File: src/hw/rtl/mgt_pkg.sv
// Types and constants of the MAC group membership table.
// No dependencies; used by the interfaces, controller, datapath, top level and checker.
`default_nettype none

package mgt_pkg;

  // Fixed field widths of the command and result items.
  localparam int unsigned KIND_W   = 3;
  localparam int unsigned ID_W     = 32;
  localparam int unsigned MAC_W    = 48;
  localparam int unsigned STATUS_W = 2;
  localparam int unsigned MCNT_W   = 5;

  // A list item gives at most this many results.
  localparam int unsigned RESULT_LIMIT = 16;

  // Result status codes.
  localparam logic [STATUS_W-1:0] ST_OK       = 2'd0;
  localparam logic [STATUS_W-1:0] ST_NO_GROUP = 2'd1;
  localparam logic [STATUS_W-1:0] ST_FULL     = 2'd2;

  // Command kinds.
  typedef enum logic [KIND_W-1:0] {
    KIND_CREATE = 3'd0,
    KIND_DELETE = 3'd1,
    KIND_ADD    = 3'd2,
    KIND_REMOVE = 3'd3,
    KIND_CLEAR  = 3'd4,
    KIND_FIND   = 3'd5,
    KIND_LIST   = 3'd6,
    KIND_CHECK  = 3'd7
  } kind_e;

  // Controller states.
  typedef enum logic [3:0] {
    S_IDLE,
    S_DECODE,
    S_GSCAN,
    S_LSTART,
    S_HREAD,
    S_HCMP,
    S_RM_RD,
    S_RM_WR,
    S_LMATCH,
    S_DONE
  } state_e;

  // Commands from the controller to the datapath.
  typedef struct packed {
    logic capture;
    logic init;
    logic slot_hit;
    logic pos_inc;
    logic grp_load;
    logic hidx_inc;
    logic rd_host;
    logic rd_last;
    logic wr_moved;
    logic acc;
    logic mark_hit;
    logic grp_end;
    logic list_match;
    logic finish;
  } ctl_t;

  // Status from the datapath to the controller.
  typedef struct packed {
    kind_e kind;
    logic  pos_end;
    logic  gid_eq;
    logic  hidx_end;
    logic  eq_a;
    logic  pend;
    logic  k_full;
    logic  out_free;
  } sts_t;

endpackage

`default_nettype wire

File: src/hw/rtl/mgt_ctrl.sv
// Controller state machine of the group membership table.
// Depends on mgt_pkg; drives the datapath through ctl_t and reads sts_t.
`default_nettype none

module mgt_ctrl (
  input  wire logic          clk_i,
  input  wire logic          rst_ni,
  input  wire logic          cmd_valid_i,
  output logic               cmd_ready_o,
  input  wire mgt_pkg::sts_t sts_i,
  output mgt_pkg::ctl_t      ctl_o
);

  mgt_pkg::state_e state_q, state_d;

  always_ff @(posedge clk_i or negedge rst_ni) begin
    if (!rst_ni) begin
      state_q <= mgt_pkg::S_IDLE;
    end else begin
      state_q <= state_d;
    end
  end

  // Next state.
  always_comb begin
    state_d = state_q;
    case (state_q)
      mgt_pkg::S_IDLE: begin
        if (cmd_valid_i) state_d = mgt_pkg::S_DECODE;
      end
      mgt_pkg::S_DECODE: begin
        case (sts_i.kind)
          mgt_pkg::KIND_CREATE: state_d = mgt_pkg::S_DONE;
          mgt_pkg::KIND_LIST, mgt_pkg::KIND_CHECK: state_d = mgt_pkg::S_LSTART;
          default: state_d = mgt_pkg::S_GSCAN;
        endcase
      end
      mgt_pkg::S_GSCAN: begin
        if (sts_i.pos_end) begin
          state_d = mgt_pkg::S_DONE;
        end else if (sts_i.gid_eq) begin
          if (sts_i.kind inside {mgt_pkg::KIND_REMOVE, mgt_pkg::KIND_FIND}) begin
            state_d = mgt_pkg::S_HREAD;
          end else begin
            state_d = mgt_pkg::S_DONE;
          end
        end
      end
      mgt_pkg::S_LSTART: begin
        state_d = sts_i.pos_end ? mgt_pkg::S_DONE : mgt_pkg::S_HREAD;
      end
      mgt_pkg::S_HREAD: begin
        if (sts_i.hidx_end) begin
          if (sts_i.kind inside {mgt_pkg::KIND_LIST, mgt_pkg::KIND_CHECK}) begin
            state_d = mgt_pkg::S_LSTART;
          end else begin
            state_d = mgt_pkg::S_DONE;
          end
        end else begin
          state_d = mgt_pkg::S_HCMP;
        end
      end
      mgt_pkg::S_HCMP: begin
        state_d = mgt_pkg::S_HREAD;
        if (sts_i.eq_a) begin
          case (sts_i.kind)
            mgt_pkg::KIND_FIND:   state_d = mgt_pkg::S_DONE;
            mgt_pkg::KIND_REMOVE: state_d = mgt_pkg::S_RM_RD;
            mgt_pkg::KIND_LIST:   state_d = mgt_pkg::S_LMATCH;
            default:              state_d = mgt_pkg::S_HREAD;
          endcase
        end
      end
      mgt_pkg::S_RM_RD: state_d = mgt_pkg::S_RM_WR;
      mgt_pkg::S_RM_WR: state_d = mgt_pkg::S_DONE;
      mgt_pkg::S_LMATCH: begin
        if (!sts_i.pend || sts_i.out_free) begin
          state_d = sts_i.k_full ? mgt_pkg::S_DONE : mgt_pkg::S_LSTART;
        end
      end
      mgt_pkg::S_DONE: begin
        if (sts_i.out_free) state_d = mgt_pkg::S_IDLE;
      end
      default: state_d = mgt_pkg::S_IDLE;
    endcase
  end

  // Commands to the datapath.
  always_comb begin
    ctl_o       = '0;
    cmd_ready_o = 1'b0;
    case (state_q)
      mgt_pkg::S_IDLE: begin
        cmd_ready_o   = 1'b1;
        ctl_o.capture = cmd_valid_i;
      end
      mgt_pkg::S_DECODE: ctl_o.init = 1'b1;
      mgt_pkg::S_GSCAN: begin
        if (!sts_i.pos_end) begin
          ctl_o.slot_hit = sts_i.gid_eq;
          ctl_o.pos_inc  = !sts_i.gid_eq;
        end
      end
      mgt_pkg::S_LSTART: ctl_o.grp_load = !sts_i.pos_end;
      mgt_pkg::S_HREAD: begin
        if (sts_i.hidx_end) begin
          if (sts_i.kind inside {mgt_pkg::KIND_LIST, mgt_pkg::KIND_CHECK}) begin
            ctl_o.pos_inc = 1'b1;
            ctl_o.grp_end = 1'b1;
          end
        end else begin
          ctl_o.rd_host = 1'b1;
        end
      end
      mgt_pkg::S_HCMP: begin
        if (sts_i.kind == mgt_pkg::KIND_CHECK) begin
          ctl_o.acc      = 1'b1;
          ctl_o.hidx_inc = 1'b1;
        end else if (sts_i.eq_a) begin
          ctl_o.mark_hit = (sts_i.kind == mgt_pkg::KIND_FIND);
        end else begin
          ctl_o.hidx_inc = 1'b1;
        end
      end
      mgt_pkg::S_RM_RD: ctl_o.rd_last  = 1'b1;
      mgt_pkg::S_RM_WR: ctl_o.wr_moved = 1'b1;
      mgt_pkg::S_LMATCH: begin
        if (!sts_i.pend || sts_i.out_free) begin
          ctl_o.list_match = 1'b1;
          ctl_o.pos_inc    = !sts_i.k_full;
        end
      end
      mgt_pkg::S_DONE: ctl_o.finish = sts_i.out_free;
      default: ctl_o = '0;
    endcase
  end

endmodule

`default_nettype wire

File: config.mk
export PLATFORM = sky130hd
export DESIGN_NAME = mgt_ctrl
export DESIGN_NICKNAME = d
export VERILOG_FILES = /design/src/hw/rtl/mgt_pkg.sv /design/src/hw/rtl/mgt_ctrl.sv
export SDC_FILE = /design/constraint.sdc
export NUM_CORES = 1
export LEC_CHECK = 0
export ABC_AREA = 1
export BUFFER_PORTS_ARGS = -buffer_cell sky130_fd_sc_hd__buf_2
export CAP_MARGIN = 20
export CORE_AREA = 2 2 39 41
export DETAILED_ROUTE_END_ITERATION = 10
export DIE_AREA = 0 0 41 43
export GPL_TIMING_DRIVEN = 0
export PLACE_DENSITY = 0.79
export SYNTH_ARGS = -nofsm -noshare
export SYNTH_HDL_FRONTEND = slang
export SYNTH_SLANG_ARGS = --single-unit
File: constraint.sdc
create_clock -name clk_i -period 3 [get_ports clk_i]
set_input_delay 0.15 -clock clk_i [delete_from_list [all_inputs] [get_ports clk_i]]
set_output_delay 0.15 -clock clk_i [all_outputs]
set_load 0.005 [all_outputs]
* After elaboration in Yosys (flattened, before gate mapping)
Index checks and enable logic that the tools add are counted.
Storage, ports and cells: flip-flop bits (word level) 4, output and inout port bits 15, logic and storage cells 68
Cells by class: equality and inequality tests 17, muxes and demuxes 39, reduce and logical (&&, ||, !) cells 11
Operators with widths (count):
- 4-bit 2-to-1 mux | 11
- 4-bit case mux with 10 select lines | 1
- 1-bit 2-to-1 mux | 22
- 4-bit by 3-bit == test with 1-bit output, second input constant | 4
- 4-bit case mux with 3 select lines | 1
- 3-bit == test, second input constant | 3
- 4-bit by 2-bit == test with 1-bit output, second input constant | 2
- 4-bit == test, second input constant | 2
- 4-bit case mux with 2 select lines | 1
- 2-bit inequality test, second input constant | 3
- 4-bit by 1-bit == test with 1-bit output, second input constant | 1
- 1-bit logical NOT | 4
- 4-bit logical NOT | 1
- 2-bit 2-to-1 mux | 2
- 4-bit AND reduction | 1
- 2-bit nonzero test | 2
- 3-bit by 2-bit == test with 1-bit output, second input constant | 1
- 3-bit logical NOT | 1
- 3-bit inequality test, second input constant | 1
- 1-bit case mux with 3 select lines | 1
- 2-bit OR reduction | 1
- 1-bit logical OR | 1

* Logic depth before layout (Yosys ltp)
Gate-level depths: netlist of the first run.
depth after elaboration 6, mapped depth 10, mapped depth without buffers 10

* Worst setup path before layout of the first run
No wires, ideal clock.
path kind register to output, start reg state_q[0], end out ctl_o[10] (netlist bit), data arrival time 1.097 ns, required time 2.850 ns, slack 1.753 ns, cell stages (with the launch flop) 5, buffers on the path 0, cells stage by stage dfrtp_1 > nor2_1 > nand2_1 > or2_1 > o211ai_1
RTL lines:
- start: declaration | line mgt_ctrl.sv:14 | mgt_pkg::state_e state_q, state_d;
- start signal: assignment | line mgt_ctrl.sv:18 | state_q <= mgt_pkg::S_IDLE;
- start signal: assignment | line mgt_ctrl.sv:20 | state_q <= state_d;
- end: declaration | line mgt_ctrl.sv:11 | output mgt_pkg::ctl_t ctl_o

==> results of run 1 <==
-- routing by layer --
metal / part of all wire / up-vias / wire (um)
met5: 0 / - / 0
met4: 0 / 0 / 0
met3: 0.041 / 0 / 61
met2: 0.50 / 17 / 743
met1: 0.46 / 322 / 679
li1: - / 431 / -
-- through the flow --
stage | std cells | worst slack (ns) | util
floorplan | 119 | 1.75 | -
global placement | 162 | 1.55 | 0.556
detailed placement | 162 | 1.54 | 0.556
CTS | 166 | 1.30 | 0.580
global route | 166 | 1.15 | 0.580
finish | 166 | 1.29 | 0.580
-- final timing paths --
check / from / end / slack [ns]
worst max register to register: state_q[1] / state_q[0] / 1.66
min in group asynchronous: rst_ni / state_q[0] / 0.27
max in group asynchronous: rst_ni / state_q[1] / 2.62
worst max-delay path: state_q[0] / ctl_o[10] / 1.29
worst min-delay path: sts_i[5] / state_q[1] / 0.25
worst min register to register: state_q[0] / state_q[0] / 0.71
-- power breakdown --
| group | total [uW] | switching [uW] | leakage [uW] | internal [uW] |
|---|---|---|---|---|
| registers | 103 | 25.9 | 0.0000520 | 76.8 |
| logic | 344 | 220 | 0.000520 | 124 |
| clock network | 62.9 | 18.4 | 0.0000138 | 44.5 |
| total | 510 | 264 | 0.000586 | 246 |
-- cell type report --
class                   instances  area (um^2)  area share
well taps                      16         20.0      0.0250
inverters                      30          113       0.140
clock buffers                   3         22.5      0.0281
multi-input cells              85          402       0.501
repair buffers                 28          145       0.181
flip-flops and latches          4          100       0.125
-- cells in the mapped netlist (all sizes together) --
| library cell | instances |
|---|---|
| nor3 | 3 |
| nand2 | 37 |
| nand4 | 3 |
| o21ai | 1 |
| nor2 | 20 |
| dfrtp | 4 |
| or2 | 1 |
| o211ai | 1 |
| inv | 30 |
| nand3 | 14 |
| a21oi | 4 |
| nor4 | 1 |
-- worst min-delay path: cells and delay by family --
family,cells,cell delay (ns)
AND/OR/NAND/NOR,2,0.16
buffers and inverters,2,0.13
-- logic make-up after synthesis --
group | count (synthesis) | synth area share
flops | 4 | 0.163
simple gates | 79 | 0.595
compound gates | 6 | 0.0591
buf+inv | 30 | 0.183
==> results.txt, run 1 <==
Synth warn - 0
Worst Path Arrival - 1.56 ns
Met3 usage - 0.0314
Peak supply drop - 0.486 mV
CTS root buffer - clkbuf_4
CP delay by family, top - simple AND/OR/NAND/NOR gates
Slowest-stage cell, CP - dfrtp_1
Clock sinks - 4
CP peak stage delay - 0.42 ns
Tmin final - 1.71 ns
CTS tree - done
# fillers - 150
Max cap viols - 0
Max_slew headroom - 0.836
Post-Syn Instances - 119
Starting density of the core - 0.444
Layout Nets - 165
DR DRC count - 0
Area share of the largest cell type after synthesis - 0.214
Final hold slack - 0.255 ns
Status - finished, final reports clean
# port buffers - 27
Met1 Resource Use GR - 0.289
GRT Residual Overflow - 0
Antenna Cells - 0
Gr busiest metal - met2
Clk_skew - 0.00263 ns
Yosys reg bits - 4
Die height - 43 um
Post-CTS Setup Bufs - 0
Total negative setup slack - 0 ns
Ratio of cells with drive above 1 in the final layout - 0.287
R2R cell count - 9
Die Wd - 41 um
Total length of routed wires - 1480 um
Fmax - 0.584 GHz
Syn avg cell area - 5.16 um^2
Synth cell types - 18
Unrepaired setup endpoints after global routing - no
Most flops, register - state_q
Drt via density - 4.64
Vias - 770
Syn-to-layout area delta - 30.5%
Starting DRT DRC Count - 17
Die area - 0.00176 mm^2
Pwr/cell area - 636 mW/mm^2
IO Pins - 28
Floorplan row count - 14
Synth Cell Area - 614 um^2
DR pass1 iterations - 4
Critical Path End Type - output pin
Top Registers - state_q: 4 flops
Largest net degree at the start of global routing - 7
Post-DRT Antenna Nets - 0
Worst-path fanout max - 6
Leak - 0.000586 uW
Crit start category - flop
H-tree Lvls - 1
Most common cell after layout, fill and taps aside - nand2_1
Clock tree buffer depth - 2
Crit Path Class - flop to output pin
Total core area - 0.00138 mm^2
Slew Viols, Final - 0
Most frequent cells in the layout - 35 x nand2_1, 28 x inv_1, 27 x buf_2, 14 x nor2_1, 13 x nand3_1
# hold bufs at CTS - 1
M2 GR Usage - 0.319
Crit. path cell count - 5
Clock Pin Slew Worst Setup and Hold Paths - 0.04 ns
Skew-Pair Late Insertion Delay - 0.23 ns
Top cells by area, synth - nand2_1 21%, inv_1 17%, dfrtp_1 16%
DP HPWL - 1330 um
Worst Path Required - 2.85 ns
Design area - 802 um^2
First-pass GRT wire length - 2550 um
Initial antenna violation count - 0
Critical path cell sequence - nor2_1, nand2_1, or2_1, o211ai_1, buf_2
Worst hold path type - primary input to flop
Number of cells on the worst hold path - 4
Area leader, netlist - nand2_1
Sequential fraction of the synthesis area - 0.163
Max reg flops - 4
GPL Wtd Cong - 0.826
Cts bufs inserted - 3
CTS resizes - 0
Fraction of the cycle the final worst path needs - 0.570
Syn Nets - 132
Average wire per standard cell - 8.94 um
Number of global-route vias before repair - 659
Final Hold Fails - 0
Final setup vio count - 0
Total power after layout - 510 uW
Worst slew pin tran - 0.244 ns
Placed cell areas - 769 um^2
WP buf/inv - 1
GRT Total Usage - 0.204
No activity file was read; power rests on OpenSTA's default activity.
==> inputs of run 2 (changes only) <==
Settings changed: CORE_AREA 2 2 39 41 to not set, CORE_MARGIN set to 1.5, CORE_UTILIZATION set to 45, DIE_AREA 0 0 41 43 to not set, PLACE_DENSITY 0.79 to 0.77.
Clock period 3 ns to 1.8 ns, I/O delays scaled along.
==> results.txt, run 2 (synthesis results as in run 1) <==
GRT Total Usage - 0.224 (was 0.204)
IO Pins - 28 (unchanged)
First-pass GRT wire length - 2430 um (was 2550 um)
Average wire per standard cell - 9.45 um (was 8.94 um)
R2R Path Start - state_q[3] (was state_q[1])
Post-CTS Setup Bufs - 0 (unchanged)
Fmax - 0.592 GHz
Clk_skew - 0.00310 ns (was 0.00263 ns)
Hold wc startpoint - sts_i[5] (unchanged)
Slowest-stage cell, CP - dfrtp_1 (unchanged)
Layout Nets - 165 (unchanged)
Initial antenna violation count - 0 (unchanged)
H-tree Lvls - 1 (unchanged)
Final setup vio count - 0 (unchanged)
Tmin final - 1.69 ns
CTS root buffer - clkbuf_4 (unchanged)
Final core utilization - 0.623 (was 0.580)
Worst hold path type - primary input to flop (unchanged)
Worst Path Required - 1.71 ns (was 2.85 ns)
WP buf/inv - 1 (unchanged)
Status - finished, final reports clean (unchanged)
Number of global-route vias before repair - 659 (unchanged)
# hold bufs at CTS - 1 (unchanged)
CP peak stage delay - 0.43 ns (was 0.42 ns)
Total length of routed wires - 1560 um (was 1480 um)
# port buffers - 27 (unchanged)
Crit. path cell count - 5 (unchanged)
Worst slew pin tran - 0.254 ns (was 0.244 ns)
Critical Path End Type - output pin (unchanged)
CTS resizes - 0 (unchanged)
Clock tree buffer depth - 2 (unchanged)
Die area - 0.00160 mm^2 (was 0.00176 mm^2)
Die height - 40.0 um (was 43 um)
Vias - 806 (was 770)
R2R cell count - 8 (was 9)
Worst-path fanout max - 6 (unchanged)
Drt via density - 4.88 (was 4.64)
Most flops, register - state_q (unchanged)
DR DRC count - 0 (unchanged)
Worst Path Arrival - 1.60 ns (was 1.56 ns)
Top Registers - state_q: 4 flops (unchanged)
Floorplan row count - 13 (was 14)
Most common cell after layout, fill and taps aside - nand2_1 (unchanged)
CP delay by family, top - simple AND/OR/NAND/NOR gates (unchanged)
Total negative setup slack - 0 ns (unchanged)
Crit Path Class - flop to output pin (unchanged)
Final Hold Fails - 0 (unchanged)
Cts bufs inserted - 3 (unchanged)
Most frequent cells in the layout - 35 x nand2_1, 28 x inv_1, 27 x buf_2, 14 x nor2_1, 13 x nand3_1 (unchanged)
Syn-to-layout area delta - 30.3% (was 30.5%)
Number of cells on the worst hold path - 4 (unchanged)
Crit start category - flop (unchanged)
DR pass1 iterations - 4 (unchanged)
Largest net degree at the start of global routing - 7 (unchanged)
Fraction of the cycle the final worst path needs - 0.939
GRT Residual Overflow - 0 (unchanged)
Antenna Cells - 0 (unchanged)
Slew Viols, Final - 0 (unchanged)
Worst Hold Endpoint - state_q[1] (unchanged)
Ratio of cells with drive above 1 in the final layout - 0.287 (unchanged)
Clock sinks - 4 (unchanged)
Pwr/cell area - 1080 mW/mm^2 (was 636 mW/mm^2)
Clock Pin Slew Worst Setup and Hold Paths - 0.04 ns (about the same)
CTS tree - done (unchanged)
Total core area - 0.00128 mm^2 (was 0.00138 mm^2)
Post-DRT Antenna Nets - 0 (unchanged)
Leak - 0.000586 uW (unchanged)
Starting density of the core - 0.478 (was 0.444)
GPL Wtd Cong - 0.834 (was 0.826)
Starting DRT DRC Count - 13 (was 17)
Setup slack, reg-to-reg - 0.46 ns (was 1.66 ns)
Max reg flops - 4 (unchanged)
Max_slew headroom - 0.830 (was 0.836)
DP HPWL - 1340 um (was 1330 um)
Peak supply drop - 0.629 mV (was 0.486 mV)
Unrepaired setup endpoints after global routing - no (unchanged)
Die Wd - 40.0 um (was 41 um)
Max cap viols - 0 (unchanged)
Critical path cell sequence - nor2_1, nand2_1, or2_1, o211ai_1, buf_2 (unchanged)
Skew-Pair Late Insertion Delay - 0.23 ns (about the same)
FF-to-FF End - state_q[0] (unchanged)
-- run 2: cell counts in the layout (fill, tap and decap cells not counted) --
Identical to the previous run, type by type.
-- run 2: final cells by class --
cell class | count | area (um^2)
fillers | 140 | 484
clock buffers | 3 | 22.5
repair buffers | 28 | 145
inverters | 30 | 113
well taps | 15 | 18.8
multi-input cells | 85 | 402
flip-flops and latches | 4 | 100
-- run 2: per-layer routing --
metal	vias up	wire, um	GRT usage
met5	-	0	0
met4	0	31	0.0776
met1	351	683	0.279
li1	424	-	-
met3	5	77	0.0167
met2	26	767	0.399
-- run 2: worst max path at each step --
stage	from	endpoint	slack (ns)
floorplan	state_q[3]	state_q[0]	0.61
global placement	state_q[0]	ctl_o[10]	0.42
detailed placement	state_q[0]	ctl_o[10]	0.36
CTS	state_q[0]	ctl_o[10]	0.13
global route	state_q[3]	ctl_o[8]	0.01
finish	state_q[0]	ctl_o[10]	0.11
-- run 2: metrics by stage --
step	instances	power, uW	setup slack [ns]	hold WS [ns]	area [um^2]
after detailed placement	161	752	0.364	-0.104	768
after global placement	161	732	0.417	-0.106	768
final	165	864	0.110	0.178	801
after floorplan	119	585	0.606	-0.206	614
after global routing	165	959	0.0132	0.198	801
after CTS	165	866	0.126	0.176	801
-- run 2: where the power goes --
| group | internal (uW) | switching (uW) |
|---|---|---|
| sequential | 128 | 47.3 |
| clock | 74.3 | 33.7 |
| combinational | 207 | 374 |
| total | 409 | 455 |
-- run 2: tightest hold or removal path, delay by kind of cell --
kind                   cells  cell delay (ns)
and+or+nand+nor            2             0.16
buffers and inverters      2             0.11
==> inputs of run 3 (changes only) <==
Settings changed: SETUP_SLACK_MARGIN set to 0.4.
==> results.txt, run 3 (synthesis results as in run 1) <==
Clock sinks - 4 (unchanged)
Worst Hold Endpoint - state_q[1] (unchanged)
Initial antenna violation count - 0 (unchanged)
Largest net degree at the start of global routing - 7 (unchanged)
Crit. path cell count - 5 (unchanged)
Most frequent cells in the layout - 30 x nand2_1, 27 x buf_2, 24 x inv_1, 12 x nand3_1 (was 35 x nand2_1, 28 x inv_1, 27 x buf_2, 14 x nor2_1, 13 x nand3_1)
Floorplan row count - 13 (unchanged)
DR pass1 iterations - 7 (was 4)
Critical Path End Type - output pin (unchanged)
Hold wc startpoint - sts_i[5] (unchanged)
Clk_skew - 0.00455 ns (was 0.00310 ns)
R2R cell count - 8 (unchanged)
Clock tree buffer depth - 2 (unchanged)
Placed cell areas - 768 um^2 (unchanged)
Ratio of cells with drive above 1 in the final layout - 0.444 (was 0.287)
Fmax - 0.613 GHz (was 0.592 GHz)
DR DRC count - 0 (unchanged)
Seq pwr share - 0.190 (was 0.203)
Layout Nets - 175 (was 165)
CP delay by family, top - simple AND/OR/NAND/NOR gates (unchanged)
Crit path from - state_q[2] (was state_q[0])
First-pass GRT wire length - 2620 um (was 2430 um)
Worst Path Arrival - 1.54 ns (was 1.60 ns)
Number of global-route vias before repair - 723 (was 659)
Most common cell after layout, fill and taps aside - nand2_1 (unchanged)
CTS tree - done (unchanged)
Worst hold path type - primary input to flop (unchanged)
Design area - 945 um^2 (was 801 um^2)
Area occupied by multi-input gates - 464 um^2 (was 402 um^2)
Final setup vio count - 0 (unchanged)
Die area - 0.00160 mm^2 (unchanged)
# port buffers - 27 (unchanged)
Most flops, register - state_q (unchanged)
WP buf/inv - 1 (unchanged)
Syn-to-layout area delta - 53.8% (was 30.3%)
Final Hold Fails - 0 (unchanged)
Cts bufs inserted - 3 (unchanged)
GRT Residual Overflow - 0 (unchanged)
Critical path cell sequence - nor2_2, nand2_1, or2_1, o211ai_1, buf_2 (was nor2_1, nand2_1, or2_1, o211ai_1, buf_2)
Max_slew headroom - 0.841 (was 0.830)
Crit start category - flop (unchanged)
Leak - 0.000645 uW (was 0.000586 uW)
Status - finished, final reports clean (unchanged)
Pwr/cell area - 1170 mW/mm^2 (was 1080 mW/mm^2)
Total length of routed wires - 1930 um (was 1560 um)
Antenna Cells - 0 (unchanged)
Total negative setup slack - 0 ns (unchanged)
Drt via density - 5.20 (was 4.88)
Total core area - 0.00128 mm^2 (unchanged)
CTS root buffer - clkbuf_4 (unchanged)
GPL Wtd Cong - 0.834 (unchanged)
Clock Pin Slew Worst Setup and Hold Paths - 0.04 ns (about the same)
Max cap viols - 0 (unchanged)
Slew Viols, Final - 0 (unchanged)
H-tree Lvls - 1 (unchanged)
Skew-Pair Late Insertion Delay - 0.24 ns (was 0.23 ns)
IO Pins - 28 (unchanged)
Starting density of the core - 0.478 (unchanged)
Clock power share - 0.099 (was 0.125)
Cell Int Power - 529 uW (was 409 uW)
Switching pwr - 580 uW (was 455 uW)
Slowest-stage cell, CP - dfrtp_2 (was dfrtp_1)
Starting DRT DRC Count - 20 (was 13)
Worst-path fanout max - 6 (unchanged)
Crit Path Class - flop to output pin (unchanged)
Fraction of the cycle the final worst path needs - 0.906 (was 0.939)
Setup slack, reg-to-reg - 0.37 ns (was 0.46 ns)
Number of cells on the worst hold path - 4 (unchanged)
Top Registers - state_q: 4 flops (unchanged)
# fillers - 108 (was 140)
GRT Total Usage - 0.241 (was 0.224)
Comb power frac - 0.711 (was 0.672)
Post-DRT Antenna Nets - 0 (unchanged)
Max reg flops - 4 (unchanged)
R2R Path Start - state_q[2] (was state_q[3])
Average wire per standard cell - 11.0 um (was 9.45 um)
FF-to-FF End - state_q[1] (was state_q[0])
DP HPWL - 1340 um (unchanged)
Unrepaired setup endpoints after global routing - yes (was no)
Die height - 40.0 um (unchanged)
Tmin final - 1.63 ns (was 1.69 ns)
Die Wd - 40.0 um (unchanged)
Sw frac - 0.523 (was 0.526)
Vias - 910 (was 806)
Worst slew pin tran - 0.237 ns (was 0.254 ns)
Worst Path Required - 1.71 ns (about the same)
CP peak stage delay - 0.45 ns (was 0.43 ns)
Register area - 104 um^2 (was 100 um^2)
Peak supply drop - 0.800 mV (was 0.629 mV)
==> run 3: layer usage <==
metal	up-vias	wire length, um	track usage
li1	447	-	-
met1	399	742	0.282
met2	55	986	0.444
met3	9	159	0.0222
met4	0	39	0.0948
met5	-	0	0
==> run 3: worst max-delay path by stage <==
stage | end | slack [ns]
2_1_floorplan | state_q[0] | 0.61
3_3_place_gp | ctl_o[10] | 0.42
3_5_place_dp | ctl_o[10] | 0.36
4_1_cts | ctl_o[10] | 0.30
5_1_grt | ctl_o[10] | 0.12
6_report | ctl_o[10] | 0.17
==> run 3: layout make-up <==
type / instances / share of cell area
multi-input combinational: 85 / 0.491
timing repair buffer: 38 / 0.233
clock buffer: 3 / 0.0238
sequential: 4 / 0.110
inverter: 30 / 0.122
tap: 15 / 0.0199
==> run 3: metrics by stage <==
step	worst slack, ns	total power, uW	std cells	hold slack [ns]	util
final	0.169	1110	175	0.177	0.735
after global routing	0.118	1200	175	0.199	0.735
after CTS	0.297	986	172	0.176	0.684
after detailed placement	0.364	752	161	-0.104	0.598
after global placement	0.417	732	161	-0.106	0.598
after floorplan	0.606	585	119	-0.206	-
==> run 3: power groups by stage <==
stage	clock network (uW)	logic, uW	registers, uW
2_1_floorplan	0	423	162
3_3_place_gp	0	560	172
3_5_place_dp	0	578	175
4_1_cts	110	698	178
5_1_grt	123	863	214
6_report	110	789	211
==> run 3: timing repair <==
action	in CTS	in global routing
setup buffers	7	3
hold buffers	1	0
setup endpoints to repair	7	13
hold endpoints to repair	4	0
resized for setup	10	15
gates cloned	0	0
pin swaps	5	8
==> run 3: tightest hold or removal path: cells and delay by family <==
| kind | cells | cell delay, ns |
|---|---|---|
| buf+inv | 2 | 0.11 |
| simple gates | 2 | 0.16 |
